`src/design/assert_macros.svh`:
```
// Assertion macros used by the design module.
`ifndef ASSERT_MACROS_SVH
`define ASSERT_MACROS_SVH

// Clocked assertion that is switched off while reset is high.
`define ASSERT_CLK(label, prop, msg) \
   label: assert property (@(posedge clock) disable iff (reset) (prop)) else $error(msg);

// Implication checked from the cycle after the antecedent.
`define ASSERT_NEXT(label, ante, cons, msg) \
   label: assert property (@(posedge clock) disable iff (reset) (ante) |=> (cons)) \
      else $error(msg);

`endif

```
`src/design/rsrc_pkg.sv`:
```
package rsrc_pkg;

   localparam int POS_BITS = 64;
   localparam int SIZE_LOG2_MIN = 8;
   localparam logic [4:0] SIZE_LOG2_RESET = 5'd8;

   typedef enum logic [1:0] {
      MODE_RESERVE = 2'd0,
      MODE_COMMIT  = 2'd1,
      MODE_CANCEL  = 2'd2
   } mode_type;

   typedef enum logic [2:0] {
      STATUS_OK       = 3'd0,
      STATUS_RANGE    = 3'd1,
      STATUS_PRECOND  = 3'd2,
      STATUS_LOSS     = 3'd3,
      STATUS_UNAVAIL  = 3'd4
   } status_type;

   localparam logic CSR_RING_SIZE_LOG2 = 1'b0;
   localparam logic CSR_START_POSITION = 1'b1;

endpackage

```
`src/design/ring_span_reserve_commit.sv`:
```
// An accepted item waits in the input register and moves to the result register when
// the output is free, so one item per cycle passes while the output is not stalled.
// Both registers form a two-stage path; committed position and reserved size update.
// Reset is synchronous and active high: the ring size exponent returns to 8, the
// committed position and reserved size clear, and both stages empty.
`include "assert_macros.svh"

module ring_span_reserve_commit
   import rsrc_pkg::*;
(
   input  logic                clock,
   input  logic                reset,
   input  logic                req_valid,
   output logic                req_stall,
   input  logic [1:0]          req_mode,
   input  logic [31:0]         req_span_bytes,
   input  logic [POS_BITS-1:0] req_read_position,
   output logic                rsp_valid,
   input  logic                rsp_stall,
   output logic [2:0]          rsp_status,
   output logic [30:0]         rsp_span_offset,
   output logic [30:0]         rsp_pad_offset,
   output logic [30:0]         rsp_pad_bytes,
   output logic                rsp_publish_valid,
   output logic [POS_BITS-1:0] rsp_publish_position,
   input  logic                csr_valid,
   output logic                csr_ready,
   input  logic                csr_index,
   input  logic [63:0]         csr_data
);

   logic                in_valid_ff;
   logic [1:0]          mode_ff;
   logic [31:0]         span_ff;
   logic [POS_BITS-1:0] read_ff;

   logic [4:0]          size_log2_ff;
   logic [POS_BITS-1:0] committed_ff;
   logic [POS_BITS-1:0] committed_in;
   logic [30:0]         reserved_ff;
   logic [30:0]         reserved_in;

   logic                out_valid_ff;
   logic [2:0]          status_ff;
   logic [2:0]          status_in;
   logic [30:0]         span_off_ff;
   logic [30:0]         span_off_in;
   logic [30:0]         pad_off_ff;
   logic [30:0]         pad_off_in;
   logic [30:0]         pad_len_ff;
   logic [30:0]         pad_len_in;
   logic                pub_valid_ff;
   logic                pub_valid_in;
   logic [POS_BITS-1:0] pub_pos_ff;
   logic [POS_BITS-1:0] pub_pos_in;

   logic                advance;
   logic                fire;
   logic                csr_write;

   logic [4:0]          size_exp;
   logic [31:0]         cap;
   logic [31:0]         cap_mask;
   logic [POS_BITS-1:0] diff;
   logic [31:0]         diff_lo;
   logic [30:0]         off;
   logic [31:0]         room;
   logic [31:0]         pad;
   logic [32:0]         need;
   logic [POS_BITS:0]   end_sum;
   logic [POS_BITS-1:0] w_pad;
   logic                bad_span;
   logic                bad_read;
   logic                pad_full;
   logic                span_full;

   assign advance   = !out_valid_ff || !rsp_stall;
   assign fire      = in_valid_ff && advance;
   assign req_stall = in_valid_ff && !advance;
   assign csr_ready = 1'b1;
   assign csr_write = csr_valid && csr_ready;

   assign size_exp = (size_log2_ff < 5'(SIZE_LOG2_MIN)) ? 5'(SIZE_LOG2_MIN) : size_log2_ff;
   assign cap      = 32'd1 << size_exp;
   assign cap_mask = cap - 32'd1;
   assign diff     = committed_ff - read_ff;
   assign diff_lo  = diff[31:0];
   assign off      = committed_ff[30:0] & cap_mask[30:0];
   assign room     = cap - {1'b0, off};
   assign pad      = (span_ff > room) ? room : 32'd0;
   assign need     = {1'b0, pad} + {1'b0, span_ff};
   assign end_sum  = {1'b0, committed_ff} + {{(POS_BITS-32){1'b0}}, need};
   assign w_pad    = committed_ff + {{(POS_BITS-32){1'b0}}, pad};

   assign bad_span  = (span_ff == 32'd0) || (span_ff[1:0] != 2'd0) || (span_ff >= cap);
   assign bad_read  = (read_ff[1:0] != 2'd0) || (read_ff > committed_ff)
                      || (diff >= {{(POS_BITS-32){1'b0}}, cap});
   assign pad_full  = (pad != 32'd0)
                      && (({1'b0, diff_lo} + {1'b0, pad}) >= {1'b0, cap});
   assign span_full = ({2'b0, diff_lo} + {2'b0, pad} + {2'b0, span_ff}) >= {2'b0, cap};

   always_comb begin
      committed_in = committed_ff;
      reserved_in  = reserved_ff;
      status_in    = STATUS_OK;
      span_off_in  = 31'd0;
      pad_off_in   = 31'd0;
      pad_len_in   = 31'd0;
      pub_valid_in = 1'b0;
      pub_pos_in   = '0;
      case (mode_ff)
         MODE_RESERVE: begin
            if (bad_span) begin
               status_in = STATUS_RANGE;
            end else if (reserved_ff != 31'd0) begin
               status_in = STATUS_PRECOND;
            end else if (bad_read) begin
               status_in = STATUS_LOSS;
            end else if (end_sum[POS_BITS]) begin
               status_in = STATUS_RANGE;
            end else if (pad_full) begin
               status_in = STATUS_UNAVAIL;
            end else begin
               if (pad != 32'd0) begin
                  pad_off_in   = off;
                  pad_len_in   = pad[30:0];
                  committed_in = w_pad;
                  pub_valid_in = 1'b1;
                  pub_pos_in   = w_pad;
               end
               if (span_full) begin
                  status_in = STATUS_UNAVAIL;
               end else begin
                  reserved_in = span_ff[30:0];
                  span_off_in = (pad != 32'd0) ? 31'd0 : off;
               end
            end
         end
         MODE_COMMIT: begin
            if (reserved_ff == 31'd0) begin
               status_in = STATUS_PRECOND;
            end else begin
               committed_in = committed_ff + {{(POS_BITS-31){1'b0}}, reserved_ff};
               reserved_in  = 31'd0;
               pub_valid_in = 1'b1;
               pub_pos_in   = committed_ff + {{(POS_BITS-31){1'b0}}, reserved_ff};
            end
         end
         MODE_CANCEL: begin
            reserved_in = 31'd0;
         end
         default: begin
            status_in = STATUS_RANGE;
         end
      endcase
   end

   always_ff @(posedge clock) begin
      if (reset) begin
         in_valid_ff  <= 1'b0;
         out_valid_ff <= 1'b0;
         size_log2_ff <= SIZE_LOG2_RESET;
         committed_ff <= '0;
         reserved_ff  <= 31'd0;
      end else begin
         if (!req_stall) begin
            in_valid_ff <= req_valid;
         end
         if (advance) begin
            out_valid_ff <= in_valid_ff;
         end
         if (csr_write && csr_index == CSR_RING_SIZE_LOG2) begin
            size_log2_ff <= csr_data[4:0];
         end
         if (csr_write && csr_index == CSR_START_POSITION) begin
            committed_ff <= csr_data[POS_BITS-1:0];
            reserved_ff  <= 31'd0;
         end else if (fire) begin
            committed_ff <= committed_in;
            reserved_ff  <= reserved_in;
         end
      end
   end

   always_ff @(posedge clock) begin
      if (req_valid && !req_stall) begin
         mode_ff <= req_mode;
         span_ff <= req_span_bytes;
         read_ff <= req_read_position;
      end
      if (fire) begin
         status_ff    <= status_in;
         span_off_ff  <= span_off_in;
         pad_off_ff   <= pad_off_in;
         pad_len_ff   <= pad_len_in;
         pub_valid_ff <= pub_valid_in;
         pub_pos_ff   <= pub_pos_in;
      end
   end

   assign rsp_valid            = out_valid_ff;
   assign rsp_status           = status_ff;
   assign rsp_span_offset      = span_off_ff;
   assign rsp_pad_offset       = pad_off_ff;
   assign rsp_pad_bytes        = pad_len_ff;
   assign rsp_publish_valid    = pub_valid_ff;
   assign rsp_publish_position = pub_pos_ff;

   `ASSERT_CLK(a_pad_publishes, !rsp_valid || rsp_pad_bytes == 31'd0 || rsp_publish_valid, "pad reported without a publish")
   `ASSERT_CLK(a_offset_only_ok, !rsp_valid || rsp_status == STATUS_OK || rsp_span_offset == 31'd0, "span offset on a failed item")
   `ASSERT_NEXT(a_state_holds, !fire && !csr_write, $stable(committed_ff) && $stable(reserved_ff), "ring state changed without an item")

endmodule
```
`config.mk`:
```
export PLATFORM = sky130hd
export DESIGN_NAME = ring_span_reserve_commit
export DESIGN_NICKNAME = d
export VERILOG_FILES = /design/src/design/rsrc_pkg.sv /design/src/design/ring_span_reserve_commit.sv
export VERILOG_INCLUDE_DIRS = /design/src /design/src/design
export SDC_FILE = /design/constraint.sdc
export NUM_CORES = 1
export LEC_CHECK = 0
export BUFFER_PORTS_ARGS = -buffer_cell sky130_fd_sc_hd__buf_2
export CAP_MARGIN = 40
export CORE_ASPECT_RATIO = 1.2
export CORE_MARGIN = 2
export CORE_UTILIZATION = 45
export CTS_BUF_LIST = sky130_fd_sc_hd__clkbuf_2 sky130_fd_sc_hd__clkbuf_4 sky130_fd_sc_hd__clkbuf_8
export DETAILED_ROUTE_END_ITERATION = 8
export PLACE_DENSITY = 0.7
export SLEW_MARGIN = 20
export SYNTH_ARGS = -nofsm -noshare
export SYNTH_HDL_FRONTEND = slang
export SYNTH_SLANG_ARGS = --single-unit
```
`constraint.sdc`:
```
create_clock -name clock -period 43.9 [get_ports clock]
set_input_delay 2.195 -clock clock [delete_from_list [all_inputs] [get_ports clock]]
set_output_delay 2.195 -clock clock [all_outputs]
set_load 0.02 [all_outputs]
```
# Yosys cells after proc, flatten, opt, wreduce, memory -nomap -nowiden
# Cells that the tools add are included.
word_totals:
  latch_bits: 0
  in_bits: 168
  out_inout_bits: 164
  ramBits: 0
  word_cells: 126
  register_bits: 361
  rom_bits: 0
  mem_count: 0
op_classes:
  order_cmp: 7
  add_sub_neg: 10
  n_shift: 1
  mul: 0
  div: 0
  n_mux: 44
  n_eq_ne: 16
  n_reduce_logical: 30
  bitwise: 4
ops:
  columns: ["cell", "n"]
  rows:
  - ["$mux W64", 16]
  - ["$pmux W64 S2", 2]
  - ["$mux W31", 7]
  - ["$add A32 B32 Y33", 3]
  - ["$pmux W31 S3", 1]
  - ["$add A64 B33 Y65", 1]
  - ["$add A64 B31 Y64", 1]
  - ["$add A64 B32 Y64", 1]
  - ["$ge A64 B32 Y1", 1]
  - ["$gt A64 B64 Y1", 1]
  - ["$sub A64 B64 Y64", 1]
  - ["$add A33 B32 Y34", 1]
  - ["$ge A34 B32 Y1", 1]
  - ["$ge A33 B32 Y1", 1]
  - ["$ge A32 B32 Y1", 1]
  - ["$gt A32 B32 Y1", 1]
  - ["$logic_not A32 Y1", 1]
  - ["$mux W32", 1]
  - ["$reduce_bool A32 Y1", 1]
  - ["$shl A1 B5 Y32 const A", 1]
  - ["$sub A32 B31 Y32", 1]
  - ["$and A31 B31 Y31", 1]
  - ["$logic_not A31 Y1", 1]
  - ["$reduce_bool A31 Y1", 1]
  - ["23 further kinds", 64]

# Longest topological paths before layout
# Gate-level depths: netlist of the first run.
logic_depth:
  ltp_word: 19
  mapped_depth: 60
  ltp_nobuf: 52

# Worst setup path before layout of the first run
# OpenSTA, ideal clock, no wires.
synth_path:
  path_type: "input-to-reg"
  startpoint: "in rsp_stall"
  endpoint: "reg committed_ff[47]"
  path_stages: 8
  setup_ns: 0.132
  slack_ns: 27.049
  path_buffers: 2
  arrival_time_ns: 16.720
  required_ns: 43.768
  path_cell_list: "a21boi_0 -> nand2_1 -> a41oi_2 -> nand3_4 -> buf_6 -> clkbuf_1 -> o311ai_1 -> nand3_1"
synth_between:
  elab_chain_len: 5
synth_rtl:
  columns: ["element", "line_no", "source"]
  rows:
  - ["start: declaration", "ring_span_reserve_commit.sv:19", "input logic rsp_stall,"]
  - ["$logic_not A1 Y1", "ring_span_reserve_commit.sv:77", "assign advance = !out_valid_ff || !rsp_stall;"]
  - ["$logic_or A1 B1 Y1", "ring_span_reserve_commit.sv:77", null]
  - ["$logic_and A1 B1 Y1", "ring_span_reserve_commit.sv:78", "assign fire = in_valid_ff && advance;"]
  - ["$reduce_bool A2 Y1 (no line)", null, null]
  - ["$reduce_and A9 Y1 (no line)", null, null]
  - ["end signal: assignment", "ring_span_reserve_commit.sv:176", "committed_ff <= csr_data[POS_BITS-1:0];"]
  - ["end signal: assignment", "ring_span_reserve_commit.sv:179", "committed_ff <= committed_in;"]
  - ["end: declaration", "ring_span_reserve_commit.sv:38", "logic [POS_BITS-1:0] committed_ff;"]
# Every way passes these cells.
# A chain may end at the register's enable or synchronous reset.

# Final worst setup path of the first run
layout_path:
  startpoint: "reg size_log2_ff[2]"
  endpoint: "reg pub_pos_ff[16] (netlist: rsp_publish_position[16]), data pin"
layout_between:
  elab_chain_len: 17
  word_cells_on_any_way: 26
  cone_classes: "add/sub (6); order compare (5); shift (1); mux (9); bitwise (1); reduce/logical (4)"
layout_rtl:
  columns: ["element", "line_no", "source"]
  rows:
  - ["start: declaration", "ring_span_reserve_commit.sv:37", "logic [4:0] size_log2_ff;"]
  - ["start signal: assignment", "ring_span_reserve_commit.sv:173", "size_log2_ff <= csr_data[4:0];"]
  - ["$lt A5 B4 Y1", "ring_span_reserve_commit.sv:83", "assign size_exp = (size_log2_ff < 5'(SIZE_LOG2_MIN)) ? 5'(SIZE_LOG2_MIN) : size_log2_ff;"]
  - ["$mux W5 *", "ring_span_reserve_commit.sv:83", null]
  - ["$shl A1 B5 Y32 *", "ring_span_reserve_commit.sv:84", "assign cap = 32'd1 << size_exp;"]
  - ["$sub A31 B1 Y31", "ring_span_reserve_commit.sv:85", "assign cap_mask = cap - 32'd1;"]
  - ["$and A31 B31 Y31", "ring_span_reserve_commit.sv:88", "assign off = committed_ff[30:0] & cap_mask[30:0];"]
  - ["$sub A32 B31 Y32 *", "ring_span_reserve_commit.sv:89", "assign room = cap - {1'b0, off};"]
  - ["$gt A32 B32 Y1", "ring_span_reserve_commit.sv:90", "assign pad = (span_ff > room) ? room : 32'd0;"]
  - ["$mux W32 *", "ring_span_reserve_commit.sv:90", null]
  - ["net pad[0]", "ring_span_reserve_commit.sv:68", "logic [31:0] pad;"]
  - ["(+2 left out)", null, null]
  - ["$logic_and A1 B1 Y1", "ring_span_reserve_commit.sv:99", "&& (({1'b0, diff_lo} + {1'b0, pad}) >= {1'b0, cap});"]
  - ["$mux W64", "ring_span_reserve_commit.sv:121", "end else if (pad_full) begin"]
  - ["$mux W64 *", "ring_span_reserve_commit.sv:119", "end else if (end_sum[POS_BITS]) begin"]
  - ["$mux W64 *", "ring_span_reserve_commit.sv:117", "end else if (bad_read) begin"]
  - ["$mux W64 *", "ring_span_reserve_commit.sv:115", "end else if (reserved_ff != 31'd0) begin"]
  - ["$mux W64 *", "ring_span_reserve_commit.sv:113", "if (bad_span) begin"]
  - ["$pmux W64 S2 *", "ring_span_reserve_commit.sv:111", "case (mode_ff)"]
  - ["net pub_pos_in[16]", "ring_span_reserve_commit.sv:55", "logic [POS_BITS-1:0] pub_pos_in;"]
  - ["end signal: assignment", "ring_span_reserve_commit.sv:197", "pub_pos_ff <= pub_pos_in;"]
  - ["end: declaration", "ring_span_reserve_commit.sv:54", "logic [POS_BITS-1:0] pub_pos_ff;"]
# The timed path passes the listed nets; every way through them passes the cells marked *.

==> results.json, run 1 <==
{
  "cp_common_cell": "a21o_1",
  "clk_path_buf_depth": 3,
  "grt_pass1_wl_mm": 191.5,
  "tightest_slew_ps": 927.3,
  "r2r-start": "size_log2_ff[2]",
  "crit_type": "flop to flop",
  "overflow": 0,
  "yosys_warnings": 0,
  "synth_area_leader_cell": "edfxtp_1",
  "min_delay_path_depth": 2,
  "ys.flop_type": "edfxtp_1",
  "arrival_ps": 13900,
  "synthDistinctLibCells": 96,
  "power_mw": 1.608,
  "detail_route.iter0.violations": 3233,
  "hold_slack_ps": 487.1,
  "min_from": "in_valid_ff",
  "design.core.area_um2": 76110,
  "clock.fmax_ghz": 0.07441,
  "finalCriticalPeriod_ps": 13440,
  "start_kind": "flop",
  "clock_latency_ps": 720,
  "fillers": 7418,
  "wl_per_cell_um": 24.16,
  "hp-class": "flop to flop",
  "drive_above_1_share": 0.1307,
  "antenna_found_initial": 4,
  "cts_made_buffers": 67,
  "rows": 111,
  "syn_area_um2": 34440,
  "final_util": 0.5102,
  "finalSetupTns_ps": 0,
  "run_status": "finished, final reports clean",
  "synth_edf_count": 259,
  "cts_max_level": 3,
  "cts.sinks": 361,
  "num_vias": 33628,
  "maxSlewViolCount": 0,
  "routed_via_density": 6.186,
  "root_buffer": "clkbuf_8",
  "ys_ff_latch": 361,
  "slowest_stage": "nor4_1",
  "dpl_worst_slack_ps": 30630,
  "dpl_cell_area_um2": 37210,
  "clk_pin_slew_ps": 60,
  "syn_to_final_growth_pct": 12.76,
  "skew_ps": 54.14,
  "ant_nets": 0,
  "dp.final_hpwl_mm": 105.6,
  "regArea_um2": 9819,
  "grt_usage": 0.3226,
  "dp_cells": 5305,
  "p_per_area_nw_per_um2": 41.40,
  "yosysSeqAreaShare": 0.2852,
  "post_cts_resized": 0,
  "cts_tree": "built",
  "crit_fanout": 49,
  "yosysMostFrequentCell": "ha_1",
  "dr.pass1.iters": 7,
  "route.detailed.drc": 0,
  "synth_top_area_share": 0.2259,
  "synthTopCellsByArea": "edfxtp_1 (23%), ha_1 (14%), dfxtp_1 (5.9%)",
  "start_util": 0.4525,
  "place_congestion": 1.057,
  "holdBufCountCts": 0,
  "syn_area_per_cell_um2": 8.505,
  "io_pins": 332,
  "dieArea_um2": 78760,
  "multi_input_area_um2": 22930,
  "syn_inst": 4049,
  "grt_pass1_vias": 31812,
  "hold_viol_final": 0,
  "synth_common_cells": "ha_1 (393), nor2_1 (382), inv_1 (312), a21oi_1 (306), nand2_1 (303)",
  "slew_headroom": 0.3752,
  "wirelength_mm": 131.4,
  "die_width_um": 256.5,
  "setup_slack_ps": 30460,
  "nNetsFinal": 4993,
  "rsz0062_at_grt": "no",
  "power_leakage_nw": 17.01,
  "async_flop_share": 0,
  "grt_max_degree": 70,
  "final_area_um2": 38830,
  "ir_worst_vdd_uv": 30.76,
  "end_kind": "flop",
  "finalCritPeriodShare": 0.3061,
  "worstSetupStartpoint": "size_log2_ff[2]",
  "setup_violations": 0,
  "r2r_cells": 49,
  "stdcell_count": 5436,
  "max_stage_delay_ps": 650,
  "port_buffers": 330,
  "required_ps": 44360,
  "cts_setup_buffers": 0,
  "die_y_um": 307.0,
  "drv_cap": 0
}
-- worst max-delay path, delay by kind of cell (launching register included) --
family	cells	cell delay, ps
buffers and inverters	4	1280
XOR/XNOR	3	340
flip-flops	1	310
adder cells (fa/ha/maj)	5	1760
AND/OR/NAND/NOR	13	3470
AO/OA/AOI/OAI	24	5960
-- path summary, 6_finish.rpt --
| check | endpoint | slack [ps] |
|---|---|---|
| setup / recovery | rsp_publish_position[16] | 30460 |
| hold reg to reg | rsp_valid | 490 |
| setup reg to reg | rsp_publish_position[16] | 30460 |
| hold / removal | rsp_valid | 490 |
-- routing by layer --
metal	routed length, µm	global-route usage
met1	49810	0.3893
met2	60600	0.5382
met3	11380	0.04888
met4	9540	0.2052
met5	27	0
-- cell usage in the layout (no fill, tap or decap), drive strengths merged, types with 30 or more instances in the layout --
cell type	instances
nor4	47
o31ai	42
a211oi	75
a21o	117
fa	68
inv	318
xor2	68
nand4	88
clkbuf	78
nand3	92
o21bai	35
xnor2	141
and3	30
a31oi	32
nor2	382
o21ai	284
a22o	32
o21a	44
dfxtp	102
nand2	303
nand3b	33
nand2b	55
nor3	83
nor2b	39
ha	393
conb	32
a21oi	306
buf	383
or2	37
edfxtp	259
-- final cells by class --
cell class / instances / area share
repair buffers: 383 / 0.05555
flip-flops and latches: 361 / 0.2529
diodes: 3 / 0.0001933
well taps: 1017 / 0.03277
inverters: 313 / 0.03026
clock inverters: 43 / 0.01134
multi-input cells: 3238 / 0.5905
clock buffers: 78 / 0.02652
-- logic make-up after synthesis --
family,after synthesis,share of synthesized area
adder cells (fa/ha/maj),461,0.1823
flip-flops,361,0.2852
buffers and inverters,480,0.05356
AO/OA/AOI/OAI,1199,0.2260
multiplexers,33,0.009774
AND/OR/NAND/NOR,1304,0.1898
other,2,0.0002181
XOR/XNOR,209,0.05316
-- flip-flops by register name, summed over array words and instances (netlist names), 2 cells and up --
name                  cells
rsp_status                3
reserved_ff              31
rsp_pad_offset           31
size_log2_ff              5
rsp_pad_bytes            31
read_ff                  64
committed_ff             64
mode_ff                   2
rsp_publish_position     64
rsp_span_offset          31
span_ff                  32
-- report_power, final --
group,switching [mW],total (mW),internal (mW)
logic,0.509,0.840,0.331
registers,0.0226,0.403,0.381
clock network,0.163,0.364,0.201
Power figures use the tool's default switching activity.
==> inputs of run 2 (changes only) <==
==> constraint.sdc (replaced) <==
create_clock -name clock -period 13.75 [get_ports clock]
set_input_delay 0.6875 -clock clock [delete_from_list [all_inputs] [get_ports clock]]
set_output_delay 0.6875 -clock clock [all_outputs]
set_load 0.02 [all_outputs]
==> run 2 against run 1 <==
Global-route usage increased by 0.74 points. First-iteration DRC count decreased by 8.9%. Wire length increased by 2.4%. Clock power increased to 3.0 times the previous value. Total power increased to 3.2 times the previous value. Count of clock-buffer cells in the layout decreased by 10. Final area decreased by 0.16%. Critical path type unchanged. Critical endpoint is now rsp_pad_offset[5]. Largest power group unchanged.
==> results.json, run 2 (synthesis results as in run 1) <==
{
  "syn_to_final_growth_pct": 12.58,
  "rows": 111,
  "finalCritPeriodShare": 0.9333,
  "overflow": 0,
  "required_ps": 14210,
  "setup_violations": 0,
  "clk_path_buf_depth": 3,
  "final_area_um2": 38770,
  "ant_nets": 0,
  "dr.pass1.iters": 6,
  "power_leakage_nw": 17.00,
  "dieArea_um2": 78760,
  "cts_made_buffers": 61,
  "finalSetupTns_ps": 0,
  "final_cell_mix": "ha_1 (392), nor2_1 (381), buf_2 (334)",
  "max_stage_delay_ps": 620,
  "wirelength_mm": 134.5,
  "root_buffer": "clkbuf_8",
  "finalCriticalPeriod_ps": 12830,
  "drive_above_1_share": 0.1336,
  "skew_ps": 55.85,
  "num_vias": 33751,
  "tightest_slew_ps": 888.0,
  "port_buffers": 330,
  "cts_tree": "built",
  "dpl_cell_area_um2": 37350,
  "grt_pass1_vias": 32308,
  "p_per_area_nw_per_um2": 130.6,
  "dp.final_hpwl_mm": 108.7,
  "grt_pass1_wl_mm": 196.1,
  "detail_route.iter0.violations": 2946,
  "start_kind": "flop",
  "regArea_um2": 9819,
  "drv_cap": 0,
  "ir_worst_vdd_uv": 125.7,
  "antenna_found_initial": 4,
  "end_kind": "flop",
  "cts_setup_buffers": 0,
  "wl_per_cell_um": 24.71,
  "clock.fmax_ghz": 0.07793,
  "grt_max_degree": 70,
  "die_width_um": 256.5,
  "crit_type": "flop to flop",
  "layout_commonest_cell": "ha_1",
  "arrival_ps": 13290,
  "maxSlewViolCount": 0,
  "slew_headroom": 0.4026,
  "path_buf_inv": 4,
  "hold_viol_final": 0,
  "io_pins": 332,
  "routed_via_density": 6.201,
  "cts.sinks": 361,
  "crit_family": "compound AO/OA/AOI/OAI gates",
  "slowest_stage": "dfxtp_1",
  "grt_usage": 0.3300,
  "route.detailed.drc": 0,
  "multi_input_area_um2": 22930,
  "die_y_um": 307.0,
  "place_congestion": 1.055,
  "rsz0062_at_grt": "no",
  "fillers": 7451,
  "clk_pin_slew_ps": 70,
  "start_util": 0.4525,
  "run_status": "finished, final reports clean",
  "design.core.area_um2": 76110,
  "cts_max_level": 2,
  "hp-class": "primary input to flop",
  "clock_latency_ps": 760,
  "crit_fanout": 28,
  "nNetsFinal": 5001
}
run 2: worst register-to-register path, delay by kind of cell (launching register included):
kind	cells	cell delay, ps
flip-flops	1	620
buffers and inverters	4	1260
adder cells (fa/ha/maj)	5	1630
AO/OA/AOI/OAI	25	6640
AND/OR/NAND/NOR	10	2170
XOR/XNOR	2	280
run 2: layer usage:
layer	vias up	global-route usage	share of wire
met3	441	0.04913	0.080
met2	1727	0.5521	0.46
met5	-	0	0.00020
met1	16048	0.3945	0.38
met4	4	0.2176	0.076
li1	15531	-	-
run 2: layout make-up:
class	instances	share of cell area
Clock buffer	68	0.02301
Multi-Input combinational cell	3238	0.5915
Timing Repair Buffer	397	0.05700
Sequential cell	361	0.2533
Antenna cell	3	0.0001936
Tap cell	1017	0.03282
Clock inverter	46	0.01191
Inverter	313	0.03031
run 2: power by group:
| part | leakage (nW) | total, mW | internal [mW] | switching [mW] |
|---|---|---|---|---|
| logic | 13.0 | 2.69 | 1.06 | 1.64 |
| registers | 3.35 | 1.29 | 1.21 | 0.0725 |
| clock network | 0.679 | 1.08 | 0.566 | 0.518 |
run 2: what timing repair did:
action | in CTS | in global routing
hold endpoints to repair | 0 | 0
gates resized for setup | 0 | 1
hold buffers | 0 | 0
endpoints found under the setup margin | 0 | 18
run 2: final timing paths:
kind                       end  depth (start not counted)             startpoint  slack, ps
max          rsp_pad_offset[5]                         46        size_log2_ff[2]        920
min                read_ff[35]                          1  req_read_position[35]        100
max reg2reg  rsp_pad_offset[5]                         46        size_log2_ff[2]        920
min reg2reg     reserved_ff[0]                          2         reserved_ff[0]        490
run 2: per-stage QoR:
| stage | std cells | total power, mW | util | setup slack, ps | hold slack, ps |
|---|---|---|---|---|---|
| 2_1_floorplan | 4079 | 3.170 | - | 2672 | 425.5 |
| 3_3_place_gp | 5318 | 3.890 | 0.4901 | 1192 | 453.5 |
| 3_5_place_dp | 5323 | 3.923 | 0.4907 | 1055 | 460.3 |
| 4_1_cts | 5437 | 5.020 | 0.5085 | 991.2 | 70.93 |
| 5_1_grt | 5441 | 5.412 | 0.5093 | 169.2 | 83.42 |
| 6_report | 5443 | 5.064 | 0.5094 | 917.2 | 100.4 |
